### config.mk
export PLATFORM = sky130hd
export DESIGN_NAME = sentence_case_restorer
export DESIGN_NICKNAME = d
export VERILOG_FILES = /design/src/rtl/scr_pkg.sv /design/src/rtl/scr_core.sv /design/src/rtl/scr_outq.sv /design/src/rtl/sentence_case_restorer.sv
export SDC_FILE = /design/constraint.sdc
export NUM_CORES = 1
export LEC_CHECK = 0
export BUFFER_PORTS_ARGS = -buffer_cell sky130_fd_sc_hd__buf_2
export CORE_MARGIN = 4
export CORE_UTILIZATION = 42
export CTS_CLUSTER_DIAMETER = 80
export DETAILED_ROUTE_END_ITERATION = 16
export PLACE_DENSITY = 0.63
export SLEW_MARGIN = 20
export SYNTH_ARGS = -nofsm -noshare
export SYNTH_HDL_FRONTEND = slang
export SYNTH_SLANG_ARGS = --single-unit
export TNS_END_PERCENT = 50
### constraint.sdc
create_clock -name clk -period 3.9 [get_ports clk]
set_input_delay 0 -clock clk [delete_from_list [all_inputs] [get_ports clk]]
set_output_delay 0 -clock clk [all_outputs]
set_load 0.02 [all_outputs]
### src/rtl/scr_pkg.sv
package scr_pkg;

    typedef struct packed {
        logic [7:0] char_in;
        logic       last_in;
    } in_t;

    typedef struct packed {
        logic [7:0] char_out;
        logic       last_out;
    } out_t;

    typedef enum logic [1:0] {
        PR_NONE    = 2'd0,
        PR_BLANK   = 2'd1,
        PR_BLANK_I = 2'd2
    } pronoun_t;

    // results of one accepted byte: held byte first, then the flushed current byte
    typedef struct packed {
        logic valid0;
        out_t data0;
        logic valid1;
        out_t data1;
    } push_t;

    localparam logic [7:0] CH_PERIOD   = 8'h2E;
    localparam logic [7:0] CH_QUESTION = 8'h3F;
    localparam logic [7:0] CH_BANG     = 8'h21;
    localparam logic [7:0] CH_LOWER_I  = 8'h69;
    localparam logic [7:0] CH_UPPER_I  = 8'h49;
    localparam logic [7:0] CASE_BIT    = 8'h20;

endpackage

### src/rtl/scr_core.sv
module scr_core
    import scr_pkg::*;
(
    input  logic  clk,
    input  logic  rst_n,
    input  logic  accept,
    input  in_t   in_data,
    output push_t push
);

    logic       ase_reg, ase_next;
    pronoun_t   pr_reg, pr_next;
    logic [7:0] held_char_reg, held_char_next;
    logic       held_valid_reg, held_valid_next;

    logic [7:0] c;
    logic [7:0] held_out;
    logic       is_upper, is_lower, is_letter, is_blank, is_end;

    always_comb
    begin
        is_upper  = in_data.char_in inside {[8'h41:8'h5A]};
        is_lower  = in_data.char_in inside {[8'h61:8'h7A]};
        is_letter = is_upper || is_lower;
        is_end    = in_data.char_in inside {CH_PERIOD, CH_QUESTION, CH_BANG};

        c        = in_data.char_in;
        ase_next = ase_reg;
        if (is_end)
        begin
            ase_next = 1'b1;
        end
        else if (is_letter)
        begin
            if (ase_reg && is_lower)
                c = in_data.char_in & ~CASE_BIT;
            else if (!ase_reg && is_upper)
                c = in_data.char_in | CASE_BIT;
            ase_next = 1'b0;
        end

        is_blank = (c == 8'h20) || (c inside {[8'h09:8'h0D]});

        held_out = held_char_reg;
        case (pr_reg)
            PR_BLANK:
            begin
                pr_next = (c == CH_LOWER_I) ? PR_BLANK_I : PR_NONE;
            end
            PR_BLANK_I:
            begin
                if (!is_letter)
                    held_out = CH_UPPER_I;
                pr_next = is_blank ? PR_BLANK : PR_NONE;
            end
            default:
            begin
                pr_next = is_blank ? PR_BLANK : PR_NONE;
            end
        endcase

        push.valid0         = held_valid_reg;
        push.data0.char_out = held_out;
        push.data0.last_out = 1'b0;
        push.valid1         = in_data.last_in;
        push.data1.char_out = c;
        push.data1.last_out = 1'b1;

        if (in_data.last_in)
        begin
            ase_next        = 1'b1;
            pr_next         = PR_NONE;
            held_char_next  = '0;
            held_valid_next = 1'b0;
        end
        else
        begin
            held_char_next  = c;
            held_valid_next = 1'b1;
        end
    end

    always_ff @(posedge clk or negedge rst_n)
    begin
        if (!rst_n)
        begin
            ase_reg        <= 1'b1;
            pr_reg         <= PR_NONE;
            held_char_reg  <= '0;
            held_valid_reg <= 1'b0;
        end
        else if (accept)
        begin
            ase_reg        <= ase_next;
            pr_reg         <= pr_next;
            held_char_reg  <= held_char_next;
            held_valid_reg <= held_valid_next;
        end
    end

endmodule

### src/rtl/scr_outq.sv
module scr_outq
    import scr_pkg::*;
(
    input  logic  clk,
    input  logic  rst_n,
    input  logic  in_valid,
    output logic  in_ready,
    input  push_t push,
    output logic  out_valid,
    input  logic  out_ready,
    output out_t  out_data
);

    logic [1:0] count_reg, count_next;
    out_t       slot0_reg, slot0_next;
    out_t       slot1_reg, slot1_next;
    logic       pop;
    logic       accept;

    always_comb
    begin
        out_valid = (count_reg != 2'd0);
        out_data  = slot0_reg;
        pop       = out_valid && out_ready;
        // room for two results once this cycle's transfer leaves
        in_ready  = (count_reg == 2'd0) || ((count_reg == 2'd1) && out_ready);
        accept    = in_valid && in_ready;

        count_next = count_reg;
        slot0_next = slot0_reg;
        slot1_next = slot1_reg;
        if (accept)
        begin
            count_next = {1'b0, push.valid0} + {1'b0, push.valid1};
            slot0_next = push.valid0 ? push.data0 : push.data1;
            slot1_next = push.data1;
        end
        else if (pop)
        begin
            count_next = count_reg - 2'd1;
            slot0_next = slot1_reg;
        end
    end

    always_ff @(posedge clk or negedge rst_n)
    begin
        if (!rst_n)
            count_reg <= 2'd0;
        else
            count_reg <= count_next;
    end

    always_ff @(posedge clk)
    begin
        slot0_reg <= slot0_next;
        slot1_reg <= slot1_next;
    end

endmodule

### src/rtl/sentence_case_restorer.sv
// sentence_case_restorer: recases an upper-case ASCII byte stream into sentence case.
// Input channel in_valid/in_ready/in_data carries one byte with its last flag;
// output channel out_valid/out_ready/out_data carries the rewritten bytes.
// Each byte is held back until the next byte arrives, because turning a lone
// 'i' into 'I' depends on the byte that follows. A byte therefore appears on the
// output in the cycle after the next input transfer. A transfer with last set
// releases both the held byte and the final byte, the final one marked last.
// Throughput is one byte per cycle while the receiver is ready; after a last byte
// the two-entry output queue holds two results, so input is refused while it drains.
// The recasing and pronoun logic sit between the state registers and the
// output queue registers, a single combinational pass.
// If the receiver stalls, the queue fills and in_ready drops; nothing is lost.
// Reset empties the queue and returns the case state to start of text (next
// letter capitalized), with no byte held. After a last byte the same state is
// restored, so the following byte opens a new text.
module sentence_case_restorer
    import scr_pkg::*;
(
    input  logic clk,
    input  logic rst_n,
    input  logic in_valid,
    output logic in_ready,
    input  in_t  in_data,
    output logic out_valid,
    input  logic out_ready,
    output out_t out_data
);

    push_t push;
    logic  accept;

    assign accept = in_valid && in_ready;

    scr_core u_core (
        .clk     (clk),
        .rst_n   (rst_n),
        .accept  (accept),
        .in_data (in_data),
        .push    (push)
    );

    scr_outq u_outq (
        .clk       (clk),
        .rst_n     (rst_n),
        .in_valid  (in_valid),
        .in_ready  (in_ready),
        .push      (push),
        .out_valid (out_valid),
        .out_ready (out_ready),
        .out_data  (out_data)
    );

endmodule
# Word level (Yosys, flattened, before mapping)
# Cells that the tools add are included.
# totals
output_inout_bits	11
regBits	31
wordCells	62
inputBits	13
# classes
n_lt_le_gt_ge	6
eq_ne	8
n_addsub	2
n_reduce_logical	18
muxes	20
# ops
cell	n
$eq A8 B6 Y1 const B	4
$mux W9	3
$mux W6	4
$mux W8	3
$ge A8 B7 Y1 const B	2
$le A8 B7 Y1 const B	2
$mux W2	5
$eq A8 B7 Y1 const B	1
$ge A8 B4 Y1 const B	1
$le A8 B4 Y1 const B	1
$logic_and A1 B1 Y1	8
$reduce_bool A3 Y1	2
$mux W1	5
$eq A2 B1 Y1 const B	2
$reduce_bool A2 Y1	2
$logic_or A1 B1 Y1	3
$add A1 B1 Y2	1
$eq A2 B2 Y1 const B	1
$logic_not A2 Y1	1
$reduce_and A2 Y1	1
$sub A2 B1 Y2 const B	1
$logic_not A1 Y1	1

# Longest topological paths before layout
# Gate-level depths: netlist (run 1).
# depth
ltp_word	13
depth_mapped	8
depth_no_buf	8

# By module
# A second synthesis (run 1) with hierarchy kept.
# unflattened
hier_cells	173
hier_area_um2	1849.3
# modules_own_cells
mod	area_per_inst_um2	instances	cells_per_inst	seq_area_each_um2
scr_outq	948.4	1	70	590.6
scr_core	894.6	1	102	301.5
sentence_case_restorer	6.3	1	1	0.0

# Least setup slack after synthesis (run 1)
# OpenSTA, ideal clock, no wires.
# synth_path
path_type	reg2reg
from	register u_outq.count_reg[0]
to	register u_outq.slot0_reg (netlist bit u_outq.out_data[2]), data pin
n_path_buf	1
stages_incl_launch_ff	8
arrival_ns	1.647
slack_ns	1.965
period_less_slack_ns	1.935
t_required_ns	3.612
setup_time_ns	0.288
cell_sequence	dfrtp_1 inv_1 ha_1 a21o_1 nand2_1 clkinv_1 clkbuf_1 a31oi_1
# synth_lines
element	line_no	text
from (decl)	scr_outq.sv:14	logic [1:0] count_reg, count_next;
from (signal assigned)	scr_outq.sv:50	count_reg <= count_next;
to (signal assigned)	scr_outq.sv:55	slot0_reg <= slot0_next;
to (decl)	scr_outq.sv:15	out_t slot0_reg, slot0_next;

==> results.py, run 1 <==
metrics = {
    "cells_and_area": {
        "drive_gt1_share_pct": 21.7,
        "diodes": 0,
        "largest_reg_flops": 9,
        "final_area_sq_um": 1870,
        "final_net_count": 199,
        "synthToLayoutAreaGrowth_pct": 13.9,
        "nFillCells": 350,
    },
    "global_route": {
        "grt_max_degree": 31,
        "antenna_found_initial": 0,
        "grt_pass1_wl_um": 5710,
        "grtUsageTotal_pct": 15.0,
        "grt_overflow": 0,
        "grt_pass1_vias": 1224,
    },
    "timing": {
        "final_max_slew_viol_count": 0,
        "finalHoldViolCount": 0,
        "fmax_ghz": 0.400,
        "slew_headroom_pct": 38.2,
        "setup_viol": 0,
        "layout_min_cycle_time_ps": 2500,
        "fin_skew_ps": 5.77,
        "worst_pin_slew_ps": 925,
        "finalCritPeriodShare_pct": 64.1,
        "tns_ps": 0,
        "rsz0062_at_grt": "false",
    },
    "worst_hold_path": {
        "holdCritStartpoint": "in_data[7]",
        "hold_class": "primary input to flop",
    },
    "floorplan": {
        "start_util_pct": 44.1,
        "die_h_um": 70.5,
        "io_pins": 24,
        "die_area_sq_um": 4970,
        "rows": 22,
        "core-area_sq_um": 3720,
        "die_w_um": 70.5,
    },
    "synth": {
        "yosys_warnings": 0,
        "synth_edf_count": 17,
        "netlist_instances": 162,
        "ys_ff_latch": 31,
        "ys_types": 41,
        "synth_ff_type": "edfxtp_1",
        "async_flop_share_pct": 45.2,
        "avgSynthCellArea_sq_um": 10.1,
        "syn_area_sq_um": 1640,
        "syn-num-nets": 178,
        "ys_seq_area_share_pct": 52.6,
    },
    "clocking": {
        "cts_resized": 0,
        "cts_sinks": 31,
        "cts_tree": "built",
        "cts_buffer_depth": 2,
        "clkLatencyLatePin_ps": 280,
        "cts_inserted_buffers": 5,
        "clk_pin_slew_worst_paths_ps": 60,
        "h-tree-depth": 2,
        "cts_root_buf": "clkbuf_8",
    },
    "setup_path": {
        "endpoint_kind": "flop",
        "worst_ep_arrival_time_ps": 2500,
        "r2r_start": "u_outq.count_reg[0]",
        "critical_path_class": "flop to flop",
        "r2r_slack_ps": 1400,
        "crit_required_ps": 3900,
        "start_kind": "flop",
        "crit_end": "u_outq.out_data[6]",
        "ff2ff_path_depth": 8,
        "cp_max_fo": 30,
        "crit_start": "u_outq.count_reg[0]",
        "r2r_end": "u_outq.out_data[6]",
    },
    "placement": {
        "hpwl_um": 2340,
        "gp_congestion": 0.767,
        "place_area_sq_um": 1770,
        "io_buffer_count": 23,
    },
    "pwr": {
        "power.density_nw_per_um2": 623,
        "p_total_mw": 1.16,
        "p_leak_nw": 0.769,
        "vdd_ir_drop_max_mv": 0.209,
    },
    "detailed_routing": {
        "drc_errors": 0,
        "post_drt_wl_per_cell_um": 14.9,
        "vias_per_cell": 5.36,
        "antenna_left": 0,
        "vias": 1244,
        "wl_um": 3470,
        "drt_first_pass_iters": 4,
        "drt-initial-drc-count": 83,
    },
    "job": {
        "cap_violations": 0,
    },
    "status": {
        "outcome": "completed",
    },
}
worst min path at each step:
| stage | endpoint | slack (ps) | cells past startpoint |
|---|---|---|---|
| 2_1_floorplan | u_core.held_char_reg[0] | -300 | 0 |
| 3_3_place_gp | u_core.held_valid_reg | -90 | 1 |
| 3_5_place_dp | u_core.held_valid_reg | -80 | 1 |
| 4_1_cts | u_outq.slot1_reg[7] | 7 | 1 |
| 5_1_grt | u_outq.slot1_reg[7] | 20 | 1 |
| 6_report | u_outq.slot1_reg[7] | 30 | 1 |
critical path: stages, from the launching register on:
cell and delay [ps]:
dfrtp_1 380, inv_1 60, ha_1 220, a21o_1 170
nand2_1 680, clkinv_1 230, and3_1 240, o21ai_1 100
o311ai_2 120
cell families after synthesis:
kind of cell / synth area share, %
AND/OR/NAND/NOR: 21.4
multiplexers: 0.686
AO/OA/AOI/OAI: 18.8
buffers and inverters: 4.35
adder cells (fa/ha/maj): 2.29
flip-flops: 52.6
synth_stat cells, types with 2 or more instances:
master | number | share of area (%)
nand2_1 | 25 | 5.7
edfxtp_1 | 17 | 31
nor2_1 | 17 | 3.9
dfrtp_1 | 13 | 20
clkbuf_1 | 10 | 2.3
nand3b_1 | 7 | 3.2
a31oi_1 | 6 | 2.3
o21ai_0 | 6 | 1.8
inv_1 | 5 | 1.1
nand2b_1 | 5 | 1.9
nor2b_1 | 5 | 1.9
a21oi_1 | 4 | 1.2
o211ai_1 | 4 | 1.8
o21ai_1 | 4 | 1.2
a22o_1 | 3 | 1.6
ha_1 | 3 | 2.3
nand3_1 | 2 | 0.61
nor4b_1 | 2 | 1.1
o31ai_2 | 2 | 1.5
cell usage in the layout (no fill, tap or decap), types with 2 or more instances in the layout:
cell	instances
o211ai_1	4
nand2b_1	5
clkinv_1	3
nor2_1	17
nor4b_1	2
buf_2	23
clkbuf_8	5
nand2_1	25
dfrtp_1	13
o31ai_2	2
a31oi_1	6
o21ai_1	4
nand3_1	2
a22o_1	3
a21oi_1	4
edfxtp_1	17
ha_1	3
inv_1	5
o21ai_0	6
nand3b_1	7
nor2b_1	5
metal layers:
layer  vias to the layer above  global-route usage [%]  share of wire (%)
li1                        619                       -                  -
met1                       577                    18.1                 43
met2                        38                    23.7                 48
met3                        10                    4.17                5.7
met4                         0                    8.94                3.1
met5                         -                       0                  0
layout make-up:
type | count | area (sq um) | area share, %
inverters | 6 | 22.5 | 1.21
repair buffers | 25 | 133 | 7.10
clock inverters | 3 | 15.0 | 0.804
multi-input cells | 114 | 707 | 37.8
flip-flops and latches | 31 | 862 | 46.1
well taps | 48 | 60.1 | 3.22
clock buffers | 5 | 68.8 | 3.68
stage by stage:
stage	hold slack [ps]	setup slack (ps)	cells	utilization, %
2_1_floorplan	-296	1970	162	-
5_1_grt	20.8	1220	232	50.3
3_3_place_gp	-89.0	1550	223	47.7
4_1_cts	6.51	1390	232	50.3
6_report	32.0	1400	232	50.3
3_5_place_dp	-80.5	1440	223	47.7
timing repair:
action	4_1_cts	5_1_grt
hold buffers	1	0
setup buffers	0	0
endpoints found under the hold margin	14	0
where the power goes:
group | switching [mW] | total, mW | internal (mW)
sequential | 0.0656 | 0.537 | 0.471
combinational | 0.244 | 0.391 | 0.147
clock | 0.115 | 0.236 | 0.121
Power figures use the tool's default switching activity.
==> run 2: changes to the inputs <==
- ABC_AREA: default -> 1
- clock period: 3.9 -> 2.57 ns (I/O delays scaled with it)
==> run 2 against run 1 <==
Critical path depth is 2 higher; count of clock-buffer cells in the layout is 1 higher; core utilization is 1.5 points higher; hold slack worse by 21 ps; via count is 4.4% higher; sequential cell count stayed put; critical path type unchanged; critical endpoint is now u_core.pr_reg[0]; highest routed layer unchanged.
==> results.py, run 2 <==
metrics = {
    "status": {
        "outcome": "completed",
    },
    "cells_and_area": {
        "final_cell_mix": "48 x nand2_1, 23 x buf_2, 20 x inv_1",
        "largest_reg_flops": 9,
        "final_util_pct": 51.8,
        "final_net_count": 237,
        "synthToLayoutAreaGrowth_pct": 16.5,
        "nFillCells": 386,
        "diodes": 0,
        "drive_gt1_share_pct": 24.8,
        "layout_commonest_cell": "nand2_1",
    },
    "synth": {
        "netlist_top_cells_area": "edfxtp_1 31%, dfrtp_1 20%, nand2_1 11%, inv_1 4.5%, o21ai_0 4.2%",
        "synth_top_family_by_area": "simple AND/OR/NAND/NOR gates",
        "async_flop_share_pct": 45.2,
        "synth_xor_area_share_pct": 0,
        "yosysTopAreaCell": "edfxtp_1",
        "synth_edf_count": 17,
        "synth_ff_type": "edfxtp_1",
        "synthMuxAreaShare_pct": 0,
        "synth-simple-area-share_pct": 24.9,
        "syn-num-nets": 207,
        "yosys_warnings": 0,
        "ys_types": 28,
        "avgSynthCellArea_sq_um": 8.71,
        "syn_area_sq_um": 1660,
        "netlist_instances": 191,
        "yosysMostFrequentCell": "nand2_1",
        "yosys.area_share.adder_pct": 2.26,
        "ys_ff_latch": 31,
        "synthTopCellsByCount": "48 x nand2_1, 20 x inv_1, 17 x edfxtp_1",
        "ys_seq_area_share_pct": 51.8,
        "synth_compound_area_share_pct": 13.2,
        "synth_top_area_share_pct": 30.7,
    },
    "placement": {
        "hpwl_um": 2460,
        "io_buffer_count": 23,
        "gp_congestion": 0.803,
    },
    "setup_path": {
        "crit_required_ps": 2780,
        "critical_path_class": "flop to flop",
        "cp_max_fo": 21,
        "start_kind": "flop",
        "worst_ep_arrival_time_ps": 2100,
        "endpoint_kind": "flop",
    },
    "detailed_routing": {
        "drt_first_pass_iters": 4,
        "post_drt_wl_per_cell_um": 12.5,
        "vias": 1299,
        "drc_errors": 0,
        "vias_per_cell": 4.81,
        "antenna_left": 0,
        "wl_um": 3380,
        "drt-initial-drc-count": 126,
    },
    "worst_hold_path": {
        "hold_class": "primary input to flop",
    },
    "clocking": {
        "cts_sinks": 31,
        "cts_buffer_depth": 2,
        "cts_root_buf": "clkbuf_8",
        "postCtsSetupBuffers": 0,
        "cts_inserted_buffers": 5,
        "clkLatencyLatePin_ps": 270,
        "cts_tree": "built",
        "h-tree-depth": 2,
        "clk_pin_slew_worst_paths_ps": 70,
    },
    "timing": {
        "finalCritPeriodShare_pct": 73.5,
        "worst_pin_slew_ps": 497,
        "final_max_slew_viol_count": 0,
        "slew_headroom_pct": 66.8,
        "finalHoldViolCount": 0,
        "fmax_ghz": 0.529,
        "layout_min_cycle_time_ps": 1890,
        "tns_ps": 0,
        "fin_skew_ps": 6.34,
        "holdWs_ps": 10.7,
        "rsz0062_at_grt": "false",
        "setup_viol": 0,
    },
    "pwr": {
        "p_leak_nw": 0.893,
        "power.density_nw_per_um2": 1000,
        "vdd_ir_drop_max_mv": 0.273,
    },
    "global_route": {
        "grt_pass1_wl_um": 5530,
        "antenna_found_initial": 0,
        "met3_usage_pct": 3.13,
        "grt_overflow": 0,
        "grt_pass1_vias": 1160,
        "grt.busiest_layer": "met1",
        "met1_usage_pct": 20.3,
        "grtUsageTotal_pct": 13.9,
        "grtUsageMet2_pct": 20.3,
        "grt_max_degree": 24,
    },
    "floorplan": {
        "io_pins": 24,
        "core-area_sq_um": 3740,
        "rows": 22,
        "start_util_pct": 44.5,
        "die_h_um": 70.9,
        "die_w_um": 70.9,
        "die_area_sq_um": 5030,
    },
    "job": {
        "cap_violations": 0,
    },
}
## run 2: cell types whose count changed after synthesis, sizes merged, moves of 6 or more
cell,previous run,this run
o21ai,11,19
a21oi,5,15
nand2,25,56
nand3b,7,0
clkbuf,10,1
a31oi,6,0
inv,5,25
nand3,2,11
## run 2: per-stage QoR
stage	worst slack (ps)	power, mW	cells	area (sq um)
2_1_floorplan	864	1.39	191	1660
3_3_place_gp	748	1.56	259	1820
3_5_place_dp	692	1.57	259	1820
4_1_cts	667	1.96	270	1940
5_1_grt	387	2.09	270	1940
6_report	680	1.95	270	1940
## run 2: power by group
group	internal (mW)	total, mW	switching (mW)
logic	0.227	0.708	0.482
clock network	0.213	0.386	0.172
registers	0.762	0.853	0.0907
total	1.20	1.95	0.745
## run 2: area by class of cell
type / count / area, sq um / share of cell area, %
inverter: 26 / 98.8 / 5.10
clock inverter: 2 / 11.3 / 0.581
tap: 48 / 60.1 / 3.10
multi-input combinational: 130 / 672 / 34.6
sequential: 31 / 862 / 44.5
timing repair buffer: 27 / 153 / 7.87
clock buffer: 6 / 82.6 / 4.26
## run 2: cells by family (layout without fill, tap and decap cells)
kind of cell,Yosys count,after routing
AOI/OAI and AO/OA,39,39
and+or+nand+nor,88,88
buffers and inverters,30,61
DFF,31,31
adders and majority gates,3,3
## run 2: per-layer routing
layer / vias up / wire length (um) / share of wire [%]
met5: - / 0 / 0
met2: 23 / 1530 / 45
met4: 0 / 52 / 1.5
met1: 581 / 1680 / 50
li1: 690 / - / -
met3: 5 / 117 / 3.5
## run 2: timing repair
action,4_1_cts,5_1_grt
resized for setup,0,0
hold endpoints to repair,16,0
hold buffers,3,0
## run 2: final timing paths
check                                        startpoint  cells past startpoint  slack, ps                      end
worst max-delay path                u_outq.count_reg[0]                     10        680         u_core.pr_reg[0]
worst min-delay path                         in_data[1]                      1         10      u_outq.slot1_reg[1]
worst max register to register      u_outq.count_reg[0]                     10        680         u_core.pr_reg[0]
worst min register to register  u_core.held_char_reg[2]                      2        480  u_core.held_char_reg[2]
max in group asynchronous                         rst_n                      2       2150           u_core.ase_reg
min in group asynchronous                         rst_n                      2        140    u_core.held_valid_reg
## run 2: critical path, stage by stage (launching register included)
cell and delay [ps]:
dfrtp_1 390, inv_1 90, ha_1 190, inv_2 50
nand2_1 80, nand2_1 80, inv_2 300, nand2_1 280
nor4_1 220, nand2_1 80, nand2_1 60
